--- config.mk ---
export PLATFORM = sky130hd
export DESIGN_NAME = alsq_div
export DESIGN_NICKNAME = d
export VERILOG_FILES = /design/src/sv/alsq_div.sv
export SDC_FILE = /design/constraint.sdc
export NUM_CORES = 1
export LEC_CHECK = 0
export ABC_AREA = 1
export BUFFER_PORTS_ARGS = -buffer_cell sky130_fd_sc_hd__buf_2
export CORE_MARGIN = 4
export CORE_UTILIZATION = 52
export CTS_CLUSTER_SIZE = 8
export DETAILED_ROUTE_END_ITERATION = 7
export PLACE_DENSITY = 0.81
export SYNTH_ARGS = -nofsm -noshare
export SYNTH_HDL_FRONTEND = slang
export SYNTH_SLANG_ARGS = --single-unit
--- constraint.sdc ---
create_clock -name clk -period 3.6 [get_ports clk]
set_input_delay 0 -clock clk [delete_from_list [all_inputs] [get_ports clk]]
set_output_delay 0 -clock clk [all_outputs]
set_load 0.01 [all_outputs]
--- src/sv/alsq_div.sv ---
// restoring unsigned divider, one quotient bit per cycle
module alsq_div #(
  parameter int DW = 32,
  parameter int VW = 12
) (
  input  logic          clk,
  input  logic          rst,
  input  logic          start,
  input  logic [DW-1:0] dividend,
  input  logic [VW-1:0] divisor,
  output logic          done,
  output logic [DW-1:0] quot,
  output logic [VW-1:0] rem
);

  localparam int CW = $clog2(DW + 1);

  logic          busy;
  logic [CW-1:0] cnt;
  logic [VW:0]   part;
  logic [VW:0]   diff;
  logic          take;

  always_comb begin
    part = {rem, quot[DW-1]};
    take = part >= {1'b0, divisor};
    diff = part - {1'b0, divisor};
  end

  always_ff @(posedge clk) begin
    if (rst) begin
      busy <= 1'b0;
      done <= 1'b0;
      cnt  <= '0;
    end else begin
      done <= 1'b0;
      if (start) begin
        busy <= 1'b1;
        cnt  <= '0;
        quot <= dividend;
        rem  <= '0;
      end else if (busy) begin
        rem  <= take ? diff[VW-1:0] : part[VW-1:0];
        quot <= {quot[DW-2:0], take};
        cnt  <= cnt + 1'b1;
        if (cnt == CW'(DW - 1)) begin
          busy <= 1'b0;
          done <= 1'b1;
        end
      end
    end
  end

endmodule

==> run_results.csv <==
group,metric,value,unit
clocking,htree_levels,2,
global_routing,antenna_found_initial,0,
clocking,clk_latency,0.30,ns
clocking,clock-sinks,52,
cells_and_area,drive_gt1_frac,0.2197,
sta,maxSlewHeadroom,0.4706,
worst_setup_path,setup.worst_path.end_class,"flip-flop",
min_path,whs_path_depth,3,
placement,hpwl,5449,um
yosys,synth_area,3054,um^2
yosys,syn-num-nets,458,
cells_and_area,fill_cells,461,
yosys,synth_top_area_share,0.4326,
worst_setup_path,critPathSlowestCell,"edfxtp_1",
detailed_routing,drt_first_pass_iters,6,
yosys,synthSimpleGateAreaFrac,0.3396,
floorplanning,start_util,0.5446,
sta,hold_viol,0,
global_routing,grt.overflow.total,0,
yosys,synth_edf_count,44,
global_routing,grt_max_degree,46,
sta,fin_ws,1.285,ns
sta,rsz0062_at_grt,"false",
worst_setup_path,worstSetupPathType,"reg2reg",
yosys,ys.warnings.count,0,
worst_setup_path,reg2reg_slack,1.28,ns
worst_setup_path,cp_max_fo,22,
sta,period_share,0.6432,
floorplanning,die_h,84.64,um
worst_setup_path,cpPeakStageDelay,0.44,ns
pwr,p_per_area,385.0,nW/um^2
worst_setup_path,critPathBufInv,2,
placement,routabilityCongestion,0.8819,
worst_setup_path,ff2ff_path_depth,11,
placement,place.port_buffers,91,
detailed_routing,drc,0,
sta,min_period,2.315,ns
cells_and_area,nets,579,
sta,setup_violations,0,
global_routing,grt_pass1_vias,2884,
yosys,synthCells,397,
cells_and_area,multi_input_area,1346,um^2
yosys,synthXorXnorAreaFrac,0.01434,
worst_setup_path,cp_cell_sequence,"ha_1, nand2_2, inv_2, nand2_1, nand2_1, a21oi_2, nand3_2, nand2_1, nand2_1, nand2_1, inv_1",
cells_and_area,diodes,0,
yosys,synth_top_family_by_area,"simple AND/OR/NAND/NOR gates",
pwr,ir_drop,0.0002974,V
worst_setup_path,crit_family,"simple AND/OR/NAND/NOR gates",
yosys,synth_area_leaders,"edfxtp_1 (43%), nand2_1 (23%), inv_1 (5.5%)",
run,maxCapViolCount,0,
detailed_routing,num_vias,2928,
yosys,muxShareOfSynthArea,0,
sta,tightest_slew,0.7929,ns
worst_setup_path,cp.arrival,2.39,ns
floorplanning,ioPinCount,92,
clocking,cts_root_buf,"clkbuf_8",
pwr,leakage,0.002076,uW
yosys,synth_area_per_cell,7.693,um^2
run_status,status,"complete, no violations",
cells_and_area,seqCellArea,1481,um^2
placement,pre_cts_slack,1.295,ns
floorplanning,rows,27,
yosys,yosysUniqueCellTypes,25,
detailed_routing,viasPerCell,4.954,
placement,dp.cells,552,
clocking,cts.clk_slew.worst_paths,0.10,ns
yosys,synth-adder-area-share,0.05981,
cells_and_area,finalNonFillerCells,591,
global_routing,grt_pass1_wl,13460,um
clocking,cts_buffers,5,
min_path,hold_end,"quot[30]$_DFFE_PP_",
detailed_routing,drt_iter0_drc,231,
floorplanning,core-area,5608,um^2
global_routing,grt_usage,0.2325,
sta,slew_viol_final,0,
floorplanning,die_x,84.64,um
detailed_routing,wl,8047,um
cells_and_area,final_common_cell,"nand2_1",
yosys,yosysTopAreaCell,"edfxtp_1",
detailed_routing,wire_per_inst,13.62,um
worst_setup_path,critPathRequiredTime,3.67,ns
worst_setup_path,crit_path_frequent_cell,"nand2_1",
pwr,total_power,1536,uW
worst_setup_path,r2r-end,"rem[10]$_SDFFCE_PP0P_",
sta,clock-skew-final,0.007289,ns
worst_setup_path,timing.rr.start,"rem[6]$_SDFFCE_PP0P_",
yosys,async_flop_share,0,
detailed_routing,antenna_left,0,
sta,max_freq,431.9,MHz
min_path,hold_class,"in2reg",
worst_setup_path,critPathLaunchType,"flip-flop",
yosys,synth_compound_area_frac,0.02335,
cells_and_area,synthToLayoutAreaGrowth,30.64,%
cells_and_area,finish.utilization,0.7115,
cells_and_area,layout_common_cells,"nand2_1 (186), buf_2 (91), inv_1 (45)",
yosys,synth-seq-cells,52,
clocking,clockBufferDepth,2,
min_path,hold_start,"dividend[30]",
yosys,synth_flop_cell,"edfxtp_1",
clocking,cts_tree,"yes",
floorplanning,die_area,7164,um^2
yosys,seq_area_frac_synth,0.4850,
sta,tns,0,ns
[final cells by class]
type | instances | share of cell area
well taps | 72 | 0.02258
repair buffers | 124 | 0.1957
multi-input cells | 286 | 0.3374
clock inverters | 2 | 0.008780
inverters | 49 | 0.04610
clock buffers | 6 | 0.01819
flip-flops and latches | 52 | 0.3713
[cells in the mapped netlist (3+ instances only)]
library cell and count:
a21oi_1 8, clkbuf_1 7, dfxtp_1 8, edfxtp_1 44
ha_1 13, inv_1 45, inv_2 4, nand2_1 186
nand3_1 12, nand3_2 4, nand3b_1 4, nand4_1 4
nor2_1 37, nor3_1 3, o21ai_0 3, xnor2_1 3
[stage by stage]
step / hold slack [ns] / area, um^2
after floorplan: 0.1655 / 3054
after global placement: 0.2680 / 3572
after detailed placement: 0.2725 / 3572
after CTS: 0.008468 / 3990
after global routing: 0.02047 / 3990
final: 0.01716 / 3990
[timing repair]
action,CTS,global route
setup buffers,0,0
hold endpoints to repair,31,0
gates resized for setup,0,0
hold buffers,31,0
[sequential cells by signal, indices dropped and copies added (netlist names)]
register	flops
cnt	6
done	1
busy	1
quot	32
rem	12
[worst max-delay path by stage]
| stage | from | end | slack (ns) | cells past startpoint |
|---|---|---|---|---|
| finish | rem[6]$_SDFFCE_PP0P_ | rem[10]$_SDFFCE_PP0P_ | 1.28 | 11 |
| CTS | rem[7]$_SDFFCE_PP0P_ | rem[10]$_SDFFCE_PP0P_ | 1.28 | 11 |
| global route | rem[7]$_SDFFCE_PP0P_ | rem[10]$_SDFFCE_PP0P_ | 1.00 | 11 |
| global placement | rem[7]$_SDFFCE_PP0P_ | rem[10]$_SDFFCE_PP0P_ | 1.40 | 11 |
| floorplan | busy$_SDFF_PP0_ | busy$_SDFF_PP0_ | 0.50 | 4 |
| detailed placement | rem[7]$_SDFFCE_PP0P_ | rem[10]$_SDFFCE_PP0P_ | 1.29 | 11 |
[power breakdown]
group	leakage, uW	total [uW]	switching, uW	internal (uW)
Clock	0.0000552	396	189	207
Combinational	0.00153	405	242	163
Sequential	0.000490	735	27.0	708
[logic make-up (layout without fill, tap and decap cells)]
group | after synthesis | after routing
AO/OA/AOI/OAI | 13 | 13
XOR/XNOR | 5 | 5
adder cells (fa/ha/maj) | 14 | 14
buffers and inverters | 59 | 181
flip-flops | 52 | 52
AND/OR/NAND/NOR | 254 | 254
[worst min-delay path: cells and delay by family]
family,cells,cell delay [ns]
buffers and inverters,1,0.08
and+or+nand+nor,2,0.13
[layer usage]
layer | up-vias | global-route usage | part of all wire
met2 | 123 | 0.3986 | 0.49
met5 | - | 0 | 0
met3 | 16 | 0.06084 | 0.079
met4 | 0 | 0.05899 | 0.017
li1 | 1484 | - | -
met1 | 1305 | 0.2920 | 0.41
Note: power is estimated with default switching activity, not from simulation.
