--- src/sv/alsq_ram.sv ---
// generic single-port-write ram with registered read
module alsq_ram #(
  parameter int WIDTH = 16,
  parameter int DEPTH = 64
) (
  input  logic                                         clk,
  input  logic                                         we,
  input  logic [((DEPTH > 1) ? $clog2(DEPTH) : 1)-1:0] waddr,
  input  logic [WIDTH-1:0]                             wdata,
  input  logic [((DEPTH > 1) ? $clog2(DEPTH) : 1)-1:0] raddr,
  output logic [WIDTH-1:0]                             rdata
);

  logic [WIDTH-1:0] mem [DEPTH];

  always_ff @(posedge clk) begin
    if (we) begin
      mem[waddr] <= wdata;
    end
    rdata <= mem[raddr];
  end

endmodule

--- config.mk ---
export PLATFORM = sky130hd
export DESIGN_NAME = alsq_ram
export DESIGN_NICKNAME = d
export VERILOG_FILES = /design/src/sv/alsq_ram.sv
export SDC_FILE = /design/constraint.sdc
export NUM_CORES = 1
export LEC_CHECK = 0
export ABC_AREA = 1
export BUFFER_PORTS_ARGS = -buffer_cell sky130_fd_sc_hd__buf_2
export CAP_MARGIN = 20
export CORE_UTILIZATION = 45
export CTS_CLUSTER_DIAMETER = 100
export CTS_CLUSTER_SIZE = 12
export DETAILED_ROUTE_END_ITERATION = 7
export PLACE_DENSITY = 0.6
export SYNTH_ARGS = -nofsm -noshare
export SYNTH_HDL_FRONTEND = slang
export SYNTH_SLANG_ARGS = --single-unit
export TNS_END_PERCENT = 100
--- constraint.sdc ---
create_clock -name clk -period 5.22 [get_ports clk]
set_input_delay 0.261 -clock clk [delete_from_list [all_inputs] [get_ports clk]]
set_output_delay 0.261 -clock clk [all_outputs]
set_load 0.02 [all_outputs]
==> out/results.txt, run 1 <==
Register area share after synthesis -> 73.8%
Synth warn -> 0
Worst min-delay path class -> input pin to flop
Critical Path End Type -> flop
Fin crit share -> 51.6%
Hold-fix buffers at CTS -> 0
Layout Skew -> 0.0267 ns
FP Rows -> 111
Fmax achieved -> 371 MHz
Largest family of logic cells by synthesized area -> simple AND/OR/NAND/NOR gates
Final Max Tran Viols -> 0
CP startpoint kind -> input pin
Clock transition at path regs -> 0.06 ns
Critical path class -> input pin to flop
Worst EP arrival -> 3.22 ns
Finish-stage setup viols -> 0
Worst Tran Pin Value -> 0.979 ns
Area post-placement -> 43,400 sq um
First DRT Iteration DRCs -> 2,784
Yosys cell types -> 16
Compound-cell area share of the yosys netlist -> 0%
Placed insts -> 4,682
Largest net degree at the start of global routing -> 219
Mean Syn Cell Area -> 12.0 sq um
Minimum hold slack -> 0.182 ns
Die Width -> 308 um
Synth Area in XOR/XNOR -> 0%
Yosys reg bits -> 1,040
P_leak -> 16.4 nW
CP cell instances -> buf_8 -> inv_16 -> buf_12 -> nand2_1 -> nand3_1 -> nand3_1 -> nand2_1 -> nand2_1 -> nand3_1 -> nand3_1 -> nand2_1
Design Area, Final -> 46,100 sq um
Die height -> 308 um
Die Footprint -> 94,800 sq um
Syn_nets -> 3,547
Rel. slew slack -> 34.7%
Post-Place Setup Slack -> 1.99 ns
Clock root cell -> clkbuf_16
Vias/cell -> 5.52
Non-filler instance count after layout -> 4,833
GRT overflow -> 0
Detail Placement HPWL -> 58,000 um
Num CTS Buffers -> 96
Synthesized cell area -> 42,100 sq um
CP bufs+invs -> 3
CTS tree -> done
Pwr dens -> 362 nW/um^2
CP top delay family -> buffers and inverters
Final nets -> 3,567
Number of global-route vias before repair -> 25,300
Reg2Reg Setup Slack -> 3.62 ns
Crit-path slowest cell -> buf_8
Maxcap violations -> 0
WL/cell -> 23.0 um
Clock sinks -> 1,040
Final Wtd Congestion -> 0.807
Synth Area in Adders -> 0%
I/O pin total -> 46
Core box area -> 92,200 sq um
Initial Util -> 45.7%
Pre-antenna DRT Iters -> 6
First-pass GRT wire length -> 165,000 um
Setup bufs post-CTS -> 0
IO buf count -> 45
Status -> finished clean
Setup TNS -> 0 ns
PnR worst setup slack -> 2.53 ns
Syn Inst Count -> 3,517
CP Launch Point -> raddr[0]
Via count -> 26,700
Clk buf depth -> 3
GRT Total Usage -> 23.6%
Post_cts resized -> 0
Final hold violation count -> 0
Mux cell area share after synthesis -> 0%
Reg-to-reg critical path endpoint -> rdata[12]$_DFF_P_
Crit path max fanout -> 218
Worst endpoint required time -> 5.74 ns
Share of layout cells above drive strength 1 -> 7.31%
Slowest stage delay, CP -> 0.66 ns
Area Growth Syn to Fin -> 9.41%
Min Tclk post-route -> 2.69 ns
Maximum vdd drop -> 0.237 mV
Critical Path Stages -> 11
Routed Wire Length -> 111,000 um
Detail Route Antenna Nets -> 0
Clock Latency Late Sink -> 0.66 ns
RSZ-0062 raised after global routing -> no
DR DRC count -> 0
Worst Setup EP -> rdata[12]$_DFF_P_
H-tree depth -> 3
Post-Synth Simple-Gate Area -> 22.7%
Reg-to-reg startpoint -> mem[15][12]$_DFFE_PP_
Initial antenna violation count -> 11
R2R depth -> 8
flip-flops by register name, indices dropped and copies added (netlist names):
signal,flops
rdata,16
mem,1024
cells in the mapped netlist:
| cell | number | area share, % |
|---|---|---|
| buf_4 | 19 | 0.34 |
| inv_1 | 9 | 0.080 |
| nand4_1 | 9 | 0.13 |
| clkbuf_1 | 26 | 0.23 |
| nand3_1 | 871 | 10 |
| buf_8 | 1 | 0.036 |
| buf_1 | 17 | 0.15 |
| dfxtp_1 | 16 | 0.76 |
| buf_2 | 113 | 1.3 |
| inv_2 | 2 | 0.018 |
| nor2_1 | 56 | 0.50 |
| nor4_1 | 8 | 0.12 |
| nand2_1 | 1296 | 12 |
| inv_8 | 1 | 0.027 |
| buf_6 | 49 | 1.3 |
| edfxtp_1 | 1024 | 73 |
cells in the final DEF, fill, tap and decap left out, drive strengths merged:
master / Yosys / layout
nor2: 56 / 56
buf: 199 / 147
diode: 0 / 5
nand3: 871 / 871
nand2: 1296 / 1296
dfxtp: 16 / 16
nand4: 9 / 9
nor4: 8 / 8
inv: 12 / 14
clkinv: 0 / 7
clkbuf: 26 / 137
edfxtp: 1024 / 1024
worst register-to-register path: cells and delay by family, from the launching register on:
kind	cells	cell delay, ns
DFF	1	0.35
and+or+nand+nor	8	1.11
metal layers:
layer	part of all wire [%]	GRT usage, %
met4	3.0	8.04
met1	43	34.0
met2	45	35.6
met3	9.3	4.85
met5	0.032	0
where the power goes:
part | switching, mW | total [mW] | leakage (nW) | internal, mW
sequential | 0.0400 | 9.28 | 9.35 | 9.24
clock | 2.94 | 6.31 | 1.27 | 3.37
combinational | 0.822 | 1.07 | 5.78 | 0.250
total | 3.80 | 16.7 | 16.4 | 12.9
layout make-up:
cell class	count	area [sq um]
sequential	1040	31100
inverter	12	72.6
timing repair buffer	147	1110
clock inverter	9	91.3
fill	8114	46200
tap	1243	1560
multi-input combinational	2240	9590
antenna	5	12.5
clock buffer	137	2560
through the flow:
stage | total power [mW] | util, %
6_report | 16.7 | 49.9
5_1_grt | 17.2 | 49.9
4_1_cts | 16.8 | 49.9
3_5_place_dp | 10.5 | 47.1
3_3_place_gp | 10.5 | 47.1
2_1_floorplan | 10.1 | -
cells by family (layout without fill, tap and decap cells):
logic type	after synthesis	after routing
DFF	1040	1040
buffers and inverters	237	305
other	0	5
and+or+nand+nor	2240	2240
how the worst min path moves through the flow:
| stage | depth (start not counted) | slack [ns] | endpoint | start |
|---|---|---|---|---|
| after detailed placement | 1 | 0.70 | rdata[12] | rdata[12]$_DFF_P_ |
| after CTS | 3 | 0.13 | rdata[6]$_DFF_P_ | raddr[5] |
| after global placement | 1 | 0.70 | rdata[12] | rdata[12]$_DFF_P_ |
| final | 3 | 0.18 | rdata[13]$_DFF_P_ | raddr[5] |
| after floorplan | 0 | 0.36 | mem[0][0]$_DFFE_PP_ | wdata[0] |
| after global routing | 3 | 0.17 | rdata[4]$_DFF_P_ | raddr[5] |
Note: power is estimated with default switching activity, not from simulation.
==> run 2, diff against run 1 <==
--- a/config.mk
+++ b/config.mk
@@ -12,7 +12,7 @@
 export CTS_CLUSTER_DIAMETER = 100
 export CTS_CLUSTER_SIZE = 12
 export DETAILED_ROUTE_END_ITERATION = 7
-export PLACE_DENSITY = 0.6
+export PLACE_DENSITY = 0.62
 export SYNTH_ARGS = -nofsm -noshare
 export SYNTH_HDL_FRONTEND = slang
 export SYNTH_SLANG_ARGS = --single-unit
==> constraint.sdc (replaced) <==
create_clock -name clk -period 2.4 [get_ports clk]
set_input_delay 0.12 -clock clk [delete_from_list [all_inputs] [get_ports clk]]
set_output_delay 0.12 -clock clk [all_outputs]
set_load 0.02 [all_outputs]
==> out/results.txt, run 2 (synthesized netlist as in run 1, its figures left out) <==
Hold-fix buffers at CTS -> 7 (+7)
Detail Route Antenna Nets -> 0 (unchanged)
I/O pin total -> 46 (unchanged)
CP top delay family -> flip-flops
Clock transition at path regs -> 0.06 ns (about the same)
Reg2Reg Setup Slack -> 0.90 ns (-2.72 ns)
Area Growth Syn to Fin -> 12.3%
Num CTS Buffers -> 96 (unchanged)
Rel. slew slack -> 34.8% (+0.070 points)
Endpoint, Worst Hold -> mem[18][13]$_DFFE_PP_
Crit path max fanout -> 1 (-99.5%)
Final Max Tran Viols -> 0 (unchanged)
CTS tree -> done
Biggest regs -> mem x1024, rdata x16
Seq pwr share -> 55.1% (-0.6 points)
Status -> finished clean
Reg-to-reg startpoint -> mem[31][1]$_DFFE_PP_
Switching power of the nets -> 8.35 mW (+120%)
Vias/cell -> 5.59 (+1.2%)
Post_cts resized -> 0 (unchanged)
Via count -> 27,500 (+3.2%)
Fin crit share -> 67.5%
CP bufs+invs -> 1 (-2)
Die Width -> 308 um (unchanged)
FP Rows -> 111 (unchanged)
Critical path class -> flop to output port
Most common cell after layout, fill and taps aside -> nand2_1
Die Footprint -> 94,800 sq um (unchanged)
Number of global-route vias before repair -> 25,500 (+0.66%)
R2R depth -> 8 (unchanged)
Worst min-delay path class -> input pin to flop
Final hold violation count -> 0 (unchanged)
Critical Path End Type -> output port
Fmax achieved -> 617 MHz
Layout Skew -> 0.0330 ns (+0.00636 ns)
Clock root cell -> clkbuf_16
Worst Tran Pin Value -> 0.978 ns (-0.00105 ns)
Slowest stage delay, CP -> 0.58 ns (-0.08 ns)
Post-Place Setup Slack -> 0.337 ns (-1.65 ns)
Routed Wire Length -> 115,000 um (+3.1%)
Sw Share -> 22.8% (about the same)
Clock sinks -> 1,040 (unchanged)
Final Wtd Congestion -> 0.891 (+11%)
Setup TNS -> 0 ns (unchanged)
Largest net degree at the start of global routing -> 114 (-48%)
Total power -> 36.6 mW (+120%)
P_leak -> 17.1 nW (+3.9%)
Pre-antenna DRT Iters -> 6 (unchanged)
Die height -> 308 um (unchanged)
Crit-path slowest cell -> dfxtp_1
Initial antenna violation count -> 7 (-4)
P_int -> 28.3 mW (+120%)
H-tree depth -> 3 (unchanged)
Share of layout cells above drive strength 1 -> 9.58% (+2.3 points)
Maxcap violations -> 0 (unchanged)
First DRT Iteration DRCs -> 3,419 (+23%)
Clk pwr share -> 37.9% (about the same)
Clk buf depth -> 3 (unchanged)
Worst hold start -> wdata[13]
Pwr dens -> 775 nW/um^2 (+110%)
Finish-stage setup viols -> 0 (unchanged)
IO buf count -> 45 (unchanged)
Detail Placement HPWL -> 68,600 um (+18%)
First-pass GRT wire length -> 168,000 um (+2.1%)
CP startpoint kind -> flop
Setup bufs post-CTS -> 0 (unchanged)
PnR worst setup slack -> 0.781 ns (-1.75 ns)
Largest register FFs -> 1,024 (unchanged)
Final nets -> 3,665 (+2.7%)
RSZ-0062 raised after global routing -> no
CP cell instances -> buf_2
Worst endpoint required time -> 2.28 ns (-3.46 ns)
DR DRC count -> 0 (unchanged)
GRT Total Usage -> 24.2% (+0.66 points)
Initial Util -> 45.7% (unchanged)
Reg-to-reg critical path endpoint -> rdata[1]$_DFF_P_
Core box area -> 92,200 sq um (unchanged)
Commonest cells after routing, fill and taps aside -> nand2_1 (1,296), edfxtp_1 (1,024), nand3_1 (871), buf_4 (153), clkbuf_16 (98)
Worst EP arrival -> 1.50 ns (-1.72 ns)
Clock Latency Late Sink -> 0.67 ns (about the same)
Maximum vdd drop -> 0.641 mV (+170%)
Logic pwr share -> 7.0% (+0.6 points)
Biggest register -> mem
WL/cell -> 23.3 um (+1.1%)
Hold depth -> 1 (-2)
GRT overflow -> 0 (unchanged)
Min Tclk post-route -> 1.62 ns
-- run 2: changes by cell type in the layout (fill, tap and decap cells not counted), moves of 3 or more --
cell           change
buf_4             +58
buf_12            +33
dlygate4sd3_1      +7
inv_6              -4
clkinv_1           -3
inv_16             +3
-- run 2: metrics by stage --
| stage | hold slack [ns] | std cells | area (sq um) | util (%) |
|---|---|---|---|---|
| after detailed placement | 0.507 | 4773 | 44500 | 48.3 |
| after CTS | 0.0198 | 4926 | 47300 | 51.2 |
| after floorplan | 0.219 | 3517 | 42100 | - |
| final | 0.0368 | 4929 | 47300 | 51.3 |
| after global placement | 0.516 | 4773 | 44500 | 48.3 |
| after global routing | 0.0303 | 4926 | 47300 | 51.2 |
-- run 2: area by class of cell --
| type | instances | area (sq um) |
|---|---|---|
| tap | 1243 | 1560 |
| inverter | 12 | 71.3 |
| timing repair buffer | 245 | 2280 |
| clock inverter | 5 | 81.3 |
| sequential | 1040 | 31100 |
| antenna | 3 | 7.51 |
| clock buffer | 141 | 2610 |
| multi-input combinational | 2240 | 9590 |
| fill | 7911 | 44900 |
-- run 2: power by group through the flow --
stage          clock, mW  combinational (mW)  sequential [mW]
2_1_floorplan          0                1.34             20.6
3_3_place_gp           0                2.50             20.6
3_5_place_dp           0                2.53             20.6
4_1_cts             14.1                2.55             20.2
5_1_grt             14.8                2.75             20.2
6_report            13.9                2.55             20.2
-- run 2: worst max-delay path by stage --
stage | end | cells past startpoint | start
finish | rdata[1] | 1 | rdata[1]$_DFF_P_
global route | rdata[1] | 1 | rdata[1]$_DFF_P_
CTS | rdata[1] | 1 | rdata[1]$_DFF_P_
detailed placement | rdata[13]$_DFF_P_ | 12 | raddr[0]
global placement | rdata[13]$_DFF_P_ | 12 | raddr[0]
floorplan | mem[48][0]$_DFFE_PP_ | 3 | we
-- run 2: routing by layer --
layer  track usage (%)  share of wire, %  vias up
met3              4.06               9.2      178
li1                  -                 -    12600
met2              37.2                46     1291
met4              7.69               2.9        6
met1              35.3                42    13500
met5                 0             0.030        -
